$ cat src/hw/rtl/assert_macros.svh
// Assertion macros shared by the box blur RTL.
`ifndef ASSERT_MACROS_SVH
`define ASSERT_MACROS_SVH

`ifndef SYNTHESIS

// A condition that must hold at every clock edge out of reset.
`define BB_ASSERT(lbl, clk, rst_n, cond) \
    lbl: assert property (@(posedge clk) disable iff (!rst_n) (cond)) \
        else $error("box blur invariant violated");

// A condition that must hold in the same cycle as a trigger.
`define BB_ASSERT_IMP(lbl, clk, rst_n, trig, cond) \
    lbl: assert property (@(posedge clk) disable iff (!rst_n) (trig) |-> (cond)) \
        else $error("box blur same-cycle implication violated");

// A condition that must hold in the cycle after a trigger.
`define BB_ASSERT_NEXT(lbl, clk, rst_n, trig, cond) \
    lbl: assert property (@(posedge clk) disable iff (!rst_n) (trig) |=> (cond)) \
        else $error("box blur next-cycle implication violated");

`else

`define BB_ASSERT(lbl, clk, rst_n, cond)
`define BB_ASSERT_IMP(lbl, clk, rst_n, trig, cond)
`define BB_ASSERT_NEXT(lbl, clk, rst_n, trig, cond)

`endif

`endif

$ cat src/hw/rtl/boxblur_pkg.sv
// Shared constants, types and helper functions for the 3x3 box blur.
package boxblur_pkg;

    // Frame limits and the widths that follow from them.
    localparam int MAX_WIDTH  = 2048;
    localparam int MAX_HEIGHT = 4096;
    localparam int COL_W      = $clog2(MAX_WIDTH);
    localparam int ROW_W      = $clog2(MAX_HEIGHT);
    localparam int WID_W      = $clog2(MAX_WIDTH + 1);
    localparam int HGT_W      = $clog2(MAX_HEIGHT + 1);
    // The input row runs up to two rows past the frame while it drains.
    localparam int IN_ROW_W   = $clog2(MAX_HEIGHT + 3);

    // Configuration port.
    localparam int CFG_WIDTH_W  = 12;
    localparam int CFG_HEIGHT_W = 13;
    localparam int CFG_DATA_W   = 13;
    localparam int CFG_INDEX_W  = 1;
    localparam logic [CFG_WIDTH_W-1:0]  RESET_WIDTH  = CFG_WIDTH_W'(640);
    localparam logic [CFG_HEIGHT_W-1:0] RESET_HEIGHT = CFG_HEIGHT_W'(480);

    // Pixel and arithmetic widths.
    localparam int CH_W   = 8;
    localparam int PIX_W  = 3 * CH_W;
    localparam int SUM_W  = 12;
    localparam int NCNT_W = 4;

    // Division by the neighbor count as a multiply by a rounded-up reciprocal.
    localparam int RECIP_SHIFT = 16;
    localparam int RECIP_W     = RECIP_SHIFT + 1;
    localparam int PROD_W      = SUM_W + RECIP_W;
    localparam int RECIP_1     = (1 << RECIP_SHIFT);
    localparam int RECIP_2     = ((1 << RECIP_SHIFT) + 1) / 2;
    localparam int RECIP_3     = ((1 << RECIP_SHIFT) + 2) / 3;
    localparam int RECIP_4     = ((1 << RECIP_SHIFT) + 3) / 4;
    localparam int RECIP_6     = ((1 << RECIP_SHIFT) + 5) / 6;
    localparam int RECIP_9     = ((1 << RECIP_SHIFT) + 8) / 9;

    typedef enum logic [CFG_INDEX_W-1:0] {
        REG_FRAME_WIDTH  = 1'b0,
        REG_FRAME_HEIGHT = 1'b1
    } cfg_reg_t;

    typedef enum logic {
        MODE_PIXEL = 1'b0,
        MODE_FLUSH = 1'b1
    } item_mode_t;

    // Payload of one input beat.
    typedef struct packed {
        logic            mode;
        logic [CH_W-1:0] in_red;
        logic [CH_W-1:0] in_green;
        logic [CH_W-1:0] in_blue;
    } pix_in_t;

    // Payload of one result beat.
    typedef struct packed {
        logic [CH_W-1:0] out_red;
        logic [CH_W-1:0] out_green;
        logic [CH_W-1:0] out_blue;
        logic            frame_end;
    } blur_out_t;

    // Packed pixel: red in the low byte, blue in the high byte.
    typedef logic [PIX_W-1:0] rgb_t;

    // Which sides of the neighborhood lie inside the image.
    typedef struct packed {
        logic top;
        logic bottom;
        logic left;
        logic right;
        logic last;
    } border_t;

    // Per-beat control handed from the counters to the line buffer.
    typedef struct packed {
        logic             produce;
        logic [COL_W-1:0] addr;
        border_t          border;
    } slot_t;

    // Handshake and control from the line buffer into the window.
    typedef struct packed {
        logic    fire;
        logic    produce;
        border_t border;
    } shift_t;

    // New right-hand column of the window.
    typedef struct packed {
        rgb_t up;
        rgb_t mid;
        rgb_t low;
    } column_t;

    // Rounded-up channel sums and neighbor count.
    typedef struct packed {
        logic [SUM_W-1:0]  red;
        logic [SUM_W-1:0]  green;
        logic [SUM_W-1:0]  blue;
        logic [NCNT_W-1:0] count;
        logic              last;
    } sums_t;

    // Effective frame width: zero acts as one, oversize is capped.
    function automatic logic [WID_W-1:0] clamp_width(input logic [CFG_WIDTH_W-1:0] value);
        logic [WID_W-1:0] result;
        if (value == '0)
            result = WID_W'(1);
        else if (int'(value) > MAX_WIDTH)
            result = WID_W'(MAX_WIDTH);
        else
            result = WID_W'(value);
        return result;
    endfunction

    // Effective frame height: zero acts as one, oversize is capped.
    function automatic logic [HGT_W-1:0] clamp_height(input logic [CFG_HEIGHT_W-1:0] value);
        logic [HGT_W-1:0] result;
        if (value == '0)
            result = HGT_W'(1);
        else if (int'(value) > MAX_HEIGHT)
            result = HGT_W'(MAX_HEIGHT);
        else
            result = HGT_W'(value);
        return result;
    endfunction

    // Reciprocal multiplier for each possible neighbor count.
    function automatic logic [RECIP_W-1:0] recip(input logic [NCNT_W-1:0] count);
        logic [RECIP_W-1:0] m;
        case (count)
            NCNT_W'(1): m = RECIP_W'(RECIP_1);
            NCNT_W'(2): m = RECIP_W'(RECIP_2);
            NCNT_W'(3): m = RECIP_W'(RECIP_3);
            NCNT_W'(4): m = RECIP_W'(RECIP_4);
            NCNT_W'(6): m = RECIP_W'(RECIP_6);
            NCNT_W'(9): m = RECIP_W'(RECIP_9);
            default:    m = '0;
        endcase
        return m;
    endfunction

endpackage

$ cat src/hw/rtl/boxblur_ctrl.sv
// Frame configuration registers and the input and output position counters.
`include "assert_macros.svh"

module boxblur_ctrl (
    input  logic                                clk,
    input  logic                                rst_n,
    input  logic                                cfg_write,
    input  logic [boxblur_pkg::CFG_INDEX_W-1:0] cfg_index,
    input  logic [boxblur_pkg::CFG_DATA_W-1:0]  cfg_data,
    input  logic                                take,
    input  logic                                flush_req,
    output logic                                keep,
    output logic                                pad,
    output boxblur_pkg::slot_t                  slot
);
    import boxblur_pkg::*;

    logic [WID_W-1:0]    width_reg, width_next;
    logic [HGT_W-1:0]    height_reg, height_next;
    logic [COL_W-1:0]    in_col_reg, in_col_next;
    logic [IN_ROW_W-1:0] in_row_reg, in_row_next;
    logic [COL_W-1:0]    out_col_reg, out_col_next;
    logic [ROW_W-1:0]    out_row_reg, out_row_next;

    logic    input_done;
    logic    produce;
    logic    in_col_end;
    logic    out_col_end;
    logic    out_row_end;
    border_t border;

    // Position decode for the beat that is offered now.
    always_comb
    begin
        input_done  = in_row_reg >= IN_ROW_W'(height_reg);
        produce     = (in_row_reg > IN_ROW_W'(1))
                    || ((in_row_reg == IN_ROW_W'(1)) && (in_col_reg != '0));
        in_col_end  = (WID_W'(in_col_reg) + WID_W'(1)) >= width_reg;
        out_col_end = (WID_W'(out_col_reg) + WID_W'(1)) >= width_reg;
        out_row_end = (HGT_W'(out_row_reg) + HGT_W'(1)) >= height_reg;

        border.top    = out_row_reg != '0;
        border.bottom = !out_row_end;
        border.left   = out_col_reg != '0;
        border.right  = !out_col_end;
        border.last   = out_row_end && out_col_end;

        // A flush before the frame is complete is dropped; after it, pixels act as flushes.
        keep = !(flush_req && !input_done);
        pad  = input_done;

        slot.produce = produce;
        slot.addr    = in_col_reg;
        slot.border  = border;
    end

    // Configuration writes and counter advance.
    always_comb
    begin
        width_next   = width_reg;
        height_next  = height_reg;
        in_col_next  = in_col_reg;
        in_row_next  = in_row_reg;
        out_col_next = out_col_reg;
        out_row_next = out_row_reg;

        if (cfg_write)
        begin
            unique case (cfg_reg_t'(cfg_index))
                REG_FRAME_WIDTH:  width_next  = clamp_width(cfg_data[CFG_WIDTH_W-1:0]);
                REG_FRAME_HEIGHT: height_next = clamp_height(cfg_data[CFG_HEIGHT_W-1:0]);
                default: ;
            endcase
            in_col_next  = '0;
            in_row_next  = '0;
            out_col_next = '0;
            out_row_next = '0;
        end
        else if (take && keep)
        begin
            if (in_col_end)
            begin
                in_col_next = '0;
                in_row_next = in_row_reg + IN_ROW_W'(1);
            end
            else
            begin
                in_col_next = in_col_reg + COL_W'(1);
            end

            if (produce)
            begin
                if (border.last)
                begin
                    // Frame done: the next pixel starts a new frame.
                    in_col_next  = '0;
                    in_row_next  = '0;
                    out_col_next = '0;
                    out_row_next = '0;
                end
                else if (out_col_end)
                begin
                    out_col_next = '0;
                    out_row_next = out_row_reg + ROW_W'(1);
                end
                else
                begin
                    out_col_next = out_col_reg + COL_W'(1);
                end
            end
        end
    end

    // Registers.
    always_ff @(posedge clk or negedge rst_n)
    begin
        if (!rst_n)
        begin
            width_reg   <= clamp_width(RESET_WIDTH);
            height_reg  <= clamp_height(RESET_HEIGHT);
            in_col_reg  <= '0;
            in_row_reg  <= '0;
            out_col_reg <= '0;
            out_row_reg <= '0;
        end
        else
        begin
            width_reg   <= width_next;
            height_reg  <= height_next;
            in_col_reg  <= in_col_next;
            in_row_reg  <= in_row_next;
            out_col_reg <= out_col_next;
            out_row_reg <= out_row_next;
        end
    end

    // The input column always addresses a stored entry inside the row.
    `BB_ASSERT(a_col_in_row, clk, rst_n, WID_W'(in_col_reg) < width_reg)
    // The beat that carries the frame's last result restarts all counters.
    `BB_ASSERT_NEXT(a_frame_restart, clk, rst_n, take && keep && produce && border.last && !cfg_write, in_col_reg == '0 && in_row_reg == '0 && out_col_reg == '0 && out_row_reg == '0)

endmodule

$ cat config.mk
export PLATFORM = sky130hd
export DESIGN_NAME = boxblur_ctrl
export DESIGN_NICKNAME = d
export VERILOG_FILES = /design/src/hw/rtl/boxblur_pkg.sv /design/src/hw/rtl/boxblur_ctrl.sv
export VERILOG_INCLUDE_DIRS = /design/src /design/src/hw/rtl
export SDC_FILE = /design/constraint.sdc
export NUM_CORES = 1
export LEC_CHECK = 0
export BUFFER_PORTS_ARGS = -buffer_cell sky130_fd_sc_hd__buf_4
export CAP_MARGIN = 30
export CORE_MARGIN = 8
export CORE_UTILIZATION = 40
export CTS_CLUSTER_DIAMETER = 30
export CTS_CLUSTER_SIZE = 30
export DETAILED_ROUTE_END_ITERATION = 12
export HOLD_SLACK_MARGIN = 0.12
export SLEW_MARGIN = 15
export SYNTH_ARGS = -nofsm -noshare
export SYNTH_HDL_FRONTEND = slang
export SYNTH_SLANG_ARGS = --single-unit
$ cat constraint.sdc
create_clock -name clk -period 5.3 [get_ports clk]
set_clock_uncertainty 0.2 [all_clocks]
set_input_delay 0.795 -clock clk [delete_from_list [all_inputs] [get_ports clk]]
set_output_delay 0.795 -clock clk [all_outputs]
set_load 0.05 [all_outputs]
# Yosys cells after proc, flatten, opt, wreduce, memory -nomap -nowiden
# Cells that the tools add are included.
[totals]
out_inout_bits = 19
in_bits = 19
latchBits = 0
regBits = 72
mem_count = 0
ramBits = 0
elab_cells = 67
romBits = 0
[op_classes]
bitwise = 1
magnitude_cmp = 7
eq_ne = 1
n_shift = 0
div = 0
n_reduce_logical = 21
n_mul = 0
mux = 24
addsub = 7
[ops]
columns = ["cell", "count"]
rows = [
  ["2-to-1 mux 11 bit", 10],
  ["2-to-1 mux 13 bit", 7],
  ["2-to-1 mux 12 bit", 7],
  ["greater-or-equal comparator 13 bit", 2],
  ["adder 11 x 1 -> 12 bit, second input constant", 2],
  ["greater-or-equal comparator 12 bit", 2],
  ["adder 11 x 1 -> 11 bit, second input constant", 2],
  ["nonzero test 11 bit", 2],
  ["adder 12 x 1 -> 13 bit, second input constant", 1],
  ["adder 13 x 1 -> 13 bit, second input constant", 1],
  ["== test 13 x 1 -> 1 bit, second input constant", 1],
  ["greater-than comparator 13 x 1 -> 1 bit, second input constant", 1],
  ["greater-than comparator 13 bit, second input constant", 1],
  ["logical NOT 13 bit", 1],
  ["adder 12 x 1 -> 12 bit, second input constant", 1],
  ["greater-than comparator 12 bit, second input constant", 1],
  ["logical NOT 12 bit", 1],
  ["nonzero test 12 bit", 1],
  ["AND reduction 2 bit", 3],
  ["logical AND 1 bit", 4],
  ["logical NOT 1 bit", 4],
  ["nonzero test 2 bit", 2],
  ["AND reduction 3 bit", 1],
  ["nonzero test 3 bit", 1],
  ["other kinds (2)", 2],
]

# Logic depth before layout (Yosys ltp)
# Gate-level depths: netlist of run 1.
[logic_depth]
word_depth = 7
depth_mapped = 16
depth_no_buf = 15

# Worst setup path before layout of run 1
# OpenSTA, ideal clock, no wires.
[synth_path]
kind = "register to output"
startpoint = "reg out_row_reg[0]"
endpoint = "out slot[0] (netlist bit)"
required_time_ps = 4305
stages_incl_launch_ff = 13
slack_ps = 1095
path_buffers = 2
arrival_ps = 3210
path_cell_list = "dfrtp_1 ha_1 and3_1 clkbuf_1 and3_1 and3_1 and3_1 ha_1 nand4_1 o41ai_2 buf_2 nand2_1 inv_1"
[synth_lines]
columns = ["element", "line", "rtl"]
rows = [
  ["start: declaration", "boxblur_ctrl.sv:23", "logic [ROW_W-1:0] out_row_reg, out_row_next;"],
  ["start signal: assignment", "boxblur_ctrl.sv:133", "out_row_reg <= out_row_next;"],
  ["end: declaration", "boxblur_ctrl.sv:14", "output boxblur_pkg::slot_t slot"],
]

==> flow_summary.yaml, run 1 <==
logic_synthesis:
  yosys_warnings: 0
  syn-num-nets: 659
  ys_ff_latch: 72
  syn_area_sq_mm: 0.00523
  yosysUniqueCellTypes: 64
  netlist_instances: 582
  synth_commonest_cells: "66 x dfrtp_1, 58 x ha_1, 50 x nand2_1, 44 x a21oi_1, 43 x inv_1"
  seq_area_frac_synth: 0.346
  yosysTopAreaCellShare: 0.316
  async_flop_share: 1.00
  synth_most_common_cell: "dfrtp_1"
  synth_top_cell_by_area: "dfrtp_1"
  yosys-top-cells-area: "dfrtp_1 32%, ha_1 14%, a21oi_1 4.2%"
  synthFlopType: "dfrtp_1"
  syn_avg_cell_area_sq_um: 8.99
  synth-edff-count: 0
floorplanning:
  rows: 41
  core_sq_mm: 0.0127
  start_util: 0.411
  die_x_microns: 130
  top_level_ports: 38
  die_h_microns: 130
  dieArea_sq_mm: 0.0170
global_route:
  grt_pass1_wl_microns: 23100
  grt_max_degree: 73
  overflow: 0
  grt_pass1_vias: 4495
  grt_usage: 0.174
  grt_antenna_before_repair: 0
drt:
  wl_microns: 13800
  wl_per_cell_microns: 17.4
  drtIter0Drc: 287
  vias: 4575
  dr.max_layer_used: "met4"
  final_antenna_net_count: 0
  drc: 0
  wl_met3_microns: 559
  drt-met1-wl_microns: 6800
  first_pass_iters: 5
  via_per_inst: 5.78
  wl_met2_microns: 6200
cts:
  htreeDepth: 3
  clk_latency_ns: 0.34
  root_buffer: "clkbuf_16"
  cts.sinks: 72
  cts_tree: "built"
  cts_buffers: 9
  postCtsSetupBuffers: 0
  clkTransAtPathRegs_ns: 0.06
  cts-resized-gates: 0
  cts_hold_buf: 0
  cts_max_path_buffers: 2
finish:
  fill_cells: 1245
  area_growth_pct: 15.7
  fin_area_sq_mm: 0.00605
  drive_above_1_share: 0.134
  final_nets: 692
  fin_util: 0.476
  diodes: 0
timing:
  finalSetupViolations: 0
  tightestPinTransition_ns: 0.817
  rsz0062_at_grt: "false"
  period_share: 0.877
  hold_violations: 0
  max_freq_ghz: 0.215
  setup_tns_ns: 0
  slew_headroom: 0.455
  period_needed_ns: 4.65
  slew_viol_final: 0
critical_path:
  crit_slowest_cell: "dfrtp_1"
  max_stage_delay_ns: 0.43
  cp_max_fo: 6
  required_ns: 4.30
  r2r_slack_ns: 1.07
  start_kind: "flop"
  cp.arrival_ns: 3.65
  cp_cell_sequence: "ha_1, nand3_1, nor2_1, and3_1, and3_1, xor2_1, ha_1, a21oi_1, nand2_1, a211oi_1, o31ai_2, nand2_1, inv_1, buf_4"
  path_class: "flop to output port"
  crit_path_end_kind: "output port"
worst_hold_path:
  worstHoldPathType: "input pin to asynchronous set/reset pin"
placement:
  dp_hpwl_microns: 10400
  gp_congestion: 0.898
  io_buffers: 37
  dpl_cell_area_sq_mm: 0.00566
power_and_ir_drop:
  p_leak_nw: 2.76
  powerDensity_mw_per_mm2: 281
  ir_drop_v: 0.000165
job:
  maxCapViolations: 0
run_status:
  run_status: "completed"
==> kinds of logic (layout without fill, tap and decap cells) <==
kind of cell             count (synthesis)  in the layout  synth area share
adder cells (fa/ha/maj)                 58             58             0.139
AO/OA/AOI/OAI                          153            153             0.210
multiplexers                             5              5            0.0100
flip-flops                              72             72             0.346
buffers and inverters                   65            103            0.0517
AND/OR/NAND/NOR                        201            201             0.197
XOR/XNOR                                28             28            0.0469
==> where the power goes <==
part	internal [W]	total, W	switching [W]
Sequential	0.000580	0.000606	0.0000260
Combinational	0.000118	0.000335	0.000217
Clock	0.000508	0.000757	0.000249
Total	0.00121	0.00170	0.000492
==> worst paths after layout <==
check / start / end / cells after the start
setup reg to reg: out_col_reg[0] / in_row_reg[8] / 15
hold / removal: rst_n / in_row_reg[5] / 1
max in group asynchronous: rst_n / height_reg[5] / 2
hold reg to reg: width_reg[2] / width_reg[2] / 2
setup / recovery: out_col_reg[0] / slot[0] / 14
min in group clk: width_reg[2] / width_reg[2] / 2
==> layout make-up <==
class | instances | area [sq um] | share of cell area
Clock buffer | 9 | 225 | 0.0372
Clock inverter | 7 | 144 | 0.0238
Inverter | 44 | 165 | 0.0273
Multi-Input combinational cell | 445 | 3150 | 0.521
Sequential cell | 72 | 1810 | 0.299
Tap cell | 172 | 215 | 0.0356
Timing Repair Buffer | 43 | 343 | 0.0566
==> per-layer routing <==
| metal | track usage | vias to the layer above |
|---|---|---|
| li1 | - | 2203 |
| met1 | 0.238 | 2249 |
| met2 | 0.261 | 106 |
| met3 | 0.0314 | 17 |
| met4 | 0.0770 | 0 |
| met5 | 0 | - |
==> layout by cell type, fill, tap and decap left out, types with 7 or more instances in the layout <==
cell type,count
a21oi_1,44
a22o_1,18
a32o_1,7
and3_1,20
buf_4,42
clkbuf_16,9
dfrtp_1,66
ha_1,58
inv_1,43
nand2_1,50
nand2b_1,10
nand3_1,34
nand3b_1,10
nor2_1,30
nor3_1,11
nor4_1,9
o21ai_0,28
o31ai_1,9
xnor2_1,18
xor2_1,10
==> worst max-delay path: cells and delay by family, from the launching register on <==
family	cells	cell delay, ns
xor gates and xnor gates	1	0.21
DFF	1	0.43
buffers and inverters	2	0.27
and+or+nand+nor	6	1.24
adders and majority gates	2	0.55
AOI/OAI and AO/OA	3	0.62
==> stage by stage <==
stage / hold slack, ns / power (W) / setup slack, ns / instances
final: 0.171 / 0.00170 / 0.653 / 792
after global routing: 0.190 / 0.00177 / 0.395 / 792
after CTS: 0.292 / 0.00171 / 0.671 / 791
after detailed placement: 0.278 / 0.000949 / 1.07 / 775
after global placement: 0.274 / 0.000939 / 1.20 / 774
after floorplan: 0.250 / 0.000839 / 1.10 / 582
Note: power is estimated with default switching activity, not from simulation.
==> inputs of run 2 (changes only) <==
==> constraint.sdc (replaced) <==
create_clock -name clk -period 5.3 [get_ports clk]
set_clock_uncertainty 0.2 [all_clocks]
set_input_delay 0.53 -clock clk [delete_from_list [all_inputs] [get_ports clk]]
set_output_delay 0.53 -clock clk [all_outputs]
set_load 0.05 [all_outputs]
==> run 2 against run 1 <==
Against the previous run:
- routed wire length is 0.30% lower
- setup slack worse by 0.0049 ns
- final cell count did not move
- total power decreased by 4.8%
- via count is 1.3% lower
- flip-flop and latch count unchanged
- critical endpoint unchanged
==> flow_summary.yaml, run 2 (synthesis gave the netlist of run 1 again) <==
placement:
  gp_congestion: 0.836
  dpl_cell_area_sq_mm: 0.00565
  dp_hpwl_microns: 10400
  io_buffers: 37
  post-place-cells: 774
global_route:
  grt_pass1_vias: 4430
  grt_pass1_wl_microns: 22600
  grt_antenna_before_repair: 0
  overflow: 0
  grt_usage: 0.170
  grt_max_degree: 73
drt:
  drc: 0
  via_per_inst: 5.70
  wl_met3_microns: 550
  vias: 4517
  final_antenna_net_count: 0
  wl_met2_microns: 5990
  wl_microns: 13800
  drt-met1-wl_microns: 6970
  dr.max_layer_used: "met4"
  drtIter0Drc: 358
  wl_per_cell_microns: 17.4
  first_pass_iters: 4
worst_hold_path:
  min_from: "cfg_data[3]"
  min_to: "height_reg[3]"
  worstHoldPathType: "input pin to flop"
  min_path_cells: 2
floorplanning:
  start_util: 0.411
  core_sq_mm: 0.0127
  rows: 41
  die_h_microns: 130
  dieArea_sq_mm: 0.0170
  die_x_microns: 130
  top_level_ports: 38
finish:
  final_cells: 792
  layout_common_cells: "66 x dfrtp_1, 58 x ha_1, 50 x nand2_1"
  diodes: 0
  drive_above_1_share: 0.132
  fill_cells: 1271
  fin_area_sq_mm: 0.00602
  area_growth_pct: 15.0
  fin_util: 0.473
  final_nets: 692
  final_common_cell: "dfrtp_1"
cts:
  cts_tree: "built"
  clkTransAtPathRegs_ns: 0.06
  root_buffer: "clkbuf_16"
  cts-resized-gates: 0
  cts_buffers: 9
  cts_max_path_buffers: 2
  postCtsSetupBuffers: 0
  cts.sinks: 72
  cts_hold_buf: 0
  htreeDepth: 3
  clk_latency_ns: 0.34
critical_path:
  reg2reg_to: "in_row_reg[6]"
  cp_max_fo: 8
  reg2reg_depth: 15
  cp.arrival_ns: 3.92
  path_class: "flop to output port"
  crit_path_end_kind: "output port"
  r2r_slack_ns: 0.80
  r2r-start: "out_col_reg[0]"
  start_kind: "flop"
  required_ns: 4.57
power_and_ir_drop:
  ir_drop_v: 0.000171
  p_leak_nw: 2.75
  powerDensity_mw_per_mm2: 269
timing:
  finalSetupViolations: 0
  slew_headroom: 0.454
  hold_violations: 0
  rsz0062_at_grt: "false"
  period_needed_ns: 4.65
  period_share: 0.878
  slew_viol_final: 0
  setup_tns_ns: 0
  max_freq_ghz: 0.215
  tightestPinTransition_ns: 0.819
job:
  maxCapViolations: 0
run_status:
  run_status: "completed"
run 2: through the flow:
stage | setup WS (ns) | hold slack, ns | power [W]
2_1_floorplan | 1.36 | 0.0344 | 0.000839
3_3_place_gp | 1.04 | 0.270 | 0.000939
3_5_place_dp | 0.858 | 0.273 | 0.000950
4_1_cts | 0.669 | 0.174 | 0.00163
5_1_grt | 0.360 | 0.231 | 0.00169
6_report | 0.648 | 0.232 | 0.00162
run 2: how the worst max path moves through the flow:
stage	start	endpoint	slack (ns)	cells after the start
2_1_floorplan	out_row_reg[0]	slot[0]	1.36	12
3_3_place_gp	out_col_reg[0]	in_row_reg[6]	1.04	15
3_5_place_dp	out_col_reg[0]	in_row_reg[8]	0.86	15
4_1_cts	out_col_reg[0]	slot[0]	0.67	15
5_1_grt	out_col_reg[0]	slot[0]	0.36	15
6_report	out_col_reg[0]	slot[0]	0.65	15
run 2: per-layer routing:
| layer | global-route usage | up-vias |
|---|---|---|
| met5 | 0 | - |
| met4 | 0.0729 | 0 |
| met3 | 0.0273 | 20 |
| met2 | 0.251 | 121 |
| met1 | 0.239 | 2169 |
| li1 | - | 2207 |
run 2: power by group:
group / leakage (nW) / switching, W / internal [W]
Clock: 0.165 / 0.000236 / 0.000437
Combinational: 1.62 / 0.000219 / 0.000119
Sequential: 0.963 / 0.0000262 / 0.000580
run 2: cell type report:
type                            count  area (sq um)  area share
Sequential cell                    72          1810       0.301
Clock inverter                      5          78.8      0.0131
Tap cell                          172           215      0.0358
Clock buffer                       11           253      0.0420
Multi-Input combinational cell    445          3150       0.524
Inverter                           44           165      0.0274
Timing Repair Buffer               43           345      0.0574
run 2: critical path, cell delays in order, from the launching register on:
cell and delay, ns:
dfrtp_1 0.43, ha_1 0.26, nand3_1 0.18, nor2_1 0.31, and3_1 0.22, and3_1 0.17
xor2_1 0.21, ha_1 0.30, a21oi_1 0.16, nand2_1 0.07, a211oi_1 0.31, o31ai_2 0.22
buf_4 0.22, nand2_1 0.25, inv_1 0.08, buf_4 0.19
==> inputs of run 3 (changes only) <==
CTS_CLUSTER_SIZE = 12   (was 30)
PLACE_DENSITY = 0.6   (was not set)
clock period = 4.5 ns   (was 5.3 ns; I/O delays follow)
==> run 3 against run 2 <==
Against the previous run:
- critical path depth is 2 lower
- sequential power is 18% higher
- first-iteration DRC count is 0.28% lower
- final area is 0.29% higher
- global-route usage is 0.21 points higher
- highest routed layer unchanged
- total power is 15% higher
- critical path type unchanged
- final cell count is 0.63% higher
- setup slack worse by 0.30 ns
- via count is 1.2% higher
- hold slack worse by 0.075 ns
- flip-flop and latch count stayed put
==> flow_summary.yaml, run 3 (synthesis gave the netlist of run 1 again) <==
run_status:
  run_status: "completed"
placement:
  io_buffers: 37
  post-place-cells: 779
  dp_hpwl_microns: 10500
  gp_congestion: 0.882
finish:
  diodes: 0
  final_common_cell: "dfrtp_1"
  final_cells: 797
  layout_common_cells: "66 x dfrtp_1, 58 x ha_1, 50 x nand2_1"
  drive_above_1_share: 0.136
  final_nets: 697
  area_growth_pct: 15.4
  fill_cells: 1253
timing:
  period_share: 0.924
  period_needed_ns: 4.16
  max_freq_ghz: 0.241
  slew_headroom: 0.464
  slew_viol_final: 0
  hold_violations: 0
  setup_tns_ns: 0
  tightestPinTransition_ns: 0.804
  rsz0062_at_grt: "false"
  finalSetupViolations: 0
global_route:
  grt_antenna_before_repair: 0
  grt_pass1_wl_microns: 22900
  grt_max_degree: 73
  grt_pass1_vias: 4465
  overflow: 0
  grt_usage: 0.172
drt:
  via_per_inst: 5.74
  drtIter0Drc: 357
  first_pass_iters: 5
  drc: 0
  wl_microns: 14000
  final_antenna_net_count: 0
  vias: 4571
  wl_per_cell_microns: 17.6
power_and_ir_drop:
  ir_drop_v: 0.000197
  powerDensity_mw_per_mm2: 308
  p_leak_nw: 2.76
cts:
  clk_latency_ns: 0.33
  clkTransAtPathRegs_ns: 0.06
  cts_buffers: 9
  htreeDepth: 3
  postCtsSetupBuffers: 0
  cts_max_path_buffers: 2
  cts_tree: "built"
  root_buffer: "clkbuf_16"
  cts.sinks: 72
critical_path:
  max_stage_delay_ns: 0.43
  cp.arrival_ns: 3.51
  crit_slowest_cell: "o41ai_2"
  start_kind: "flop"
  r2r-start: "out_col_reg[0]"
  cp_max_fo: 6
  startpoint: "out_row_reg[0]"
  path_buf_inv: 4
  crit_top_cell: "and3_1"
  crit_family: "simple AND/OR/NAND/NOR gates"
  crit_path_end_kind: "output port"
  path_class: "flop to output port"
  required_ns: 3.85
  cp_cell_sequence: "ha_1, and3_1, and3_1, and3_1, and3_1, ha_1, nand4_1, o41ai_2, buf_4, nand2_1, buf_4, inv_1, buf_4"
floorplanning:
  dieArea_sq_mm: 0.0170
  die_h_microns: 130
  die_x_microns: 130
  core_sq_mm: 0.0127
  top_level_ports: 38
  rows: 41
  start_util: 0.411
worst_hold_path:
  min_from: "cfg_data[11]"
  worstHoldPathType: "input pin to flop"
job:
  maxCapViolations: 0
==> run 3: per-stage QoR <==
stage / area [sq um] / setup slack [ns] / hold slack [ns] / power (W) / utilization
after global placement: 5690 / 0.690 / 0.276 / 0.00111 / 0.447
after global routing: 6040 / 0.130 / 0.165 / 0.00194 / 0.474
after CTS: 6010 / 0.327 / 0.143 / 0.00187 / 0.472
final: 6040 / 0.344 / 0.157 / 0.00186 / 0.474
after detailed placement: 5690 / 0.623 / 0.277 / 0.00112 / 0.447
after floorplan: 5230 / 0.640 / -0.0456 / 0.000988 / -
==> run 3: worst register-to-register path, stage by stage (launching register included) <==
cell      delay (ns)
dfrtp_1         0.43
ha_1            0.25
nand3_1         0.17
nor2_1          0.18
and3_1          0.19
and3_1          0.18
xor2_1          0.20
ha_1            0.29
a21oi_1         0.16
nand2_1         0.07
a211oi_1        0.27
o31ai_2         0.15
buf_4           0.21
a31o_4          0.28
or4_1           0.47
mux2i_1         0.15
==> run 3: layout make-up <==
type | count | area [sq um] | share of cell area
repair buffers | 48 | 383 | 0.0634
clock inverters | 2 | 37.5 | 0.00622
well taps | 172 | 215 | 0.0357
flip-flops and latches | 72 | 1810 | 0.300
clock buffers | 14 | 274 | 0.0454
inverters | 44 | 165 | 0.0274
multi-input cells | 445 | 3150 | 0.522
==> run 3: timing repair <==
action / CTS / global route
hold endpoints to repair: 34 / 0
gates resized for setup: 0 / 0
hold buffers: 1 / 0
==> run 3: path summary, 6_finish.rpt <==
path | endpoint | slack (ns) | cells past startpoint
max | slot[0] | 0.34 | 13
min in group asynchronous | in_row_reg[8] | 0.36 | 2
min reg2reg | height_reg[11] | 0.29 | 2
max reg2reg | in_row_reg[5] | 0.58 | 15
min | width_reg[0] | 0.16 | 2
max in group asynchronous | height_reg[7] | 3.12 | 3
==> run 3: power by group <==
group	switching [W]	leakage (nW)	internal [W]
Clock	0.000271	0.149	0.000475
Combinational	0.000259	1.64	0.000141
Sequential	0.0000301	0.963	0.000684
Total	0.000560	2.76	0.00130
==> run 3: routing by layer <==
metal / share of wire / global-route usage / wire [microns]
met1: 0.49 / 0.240 / 6950
met2: 0.43 / 0.258 / 6090
met3: 0.053 / 0.0310 / 742
met4: 0.019 / 0.0641 / 263
met5: 0 / 0 / 0
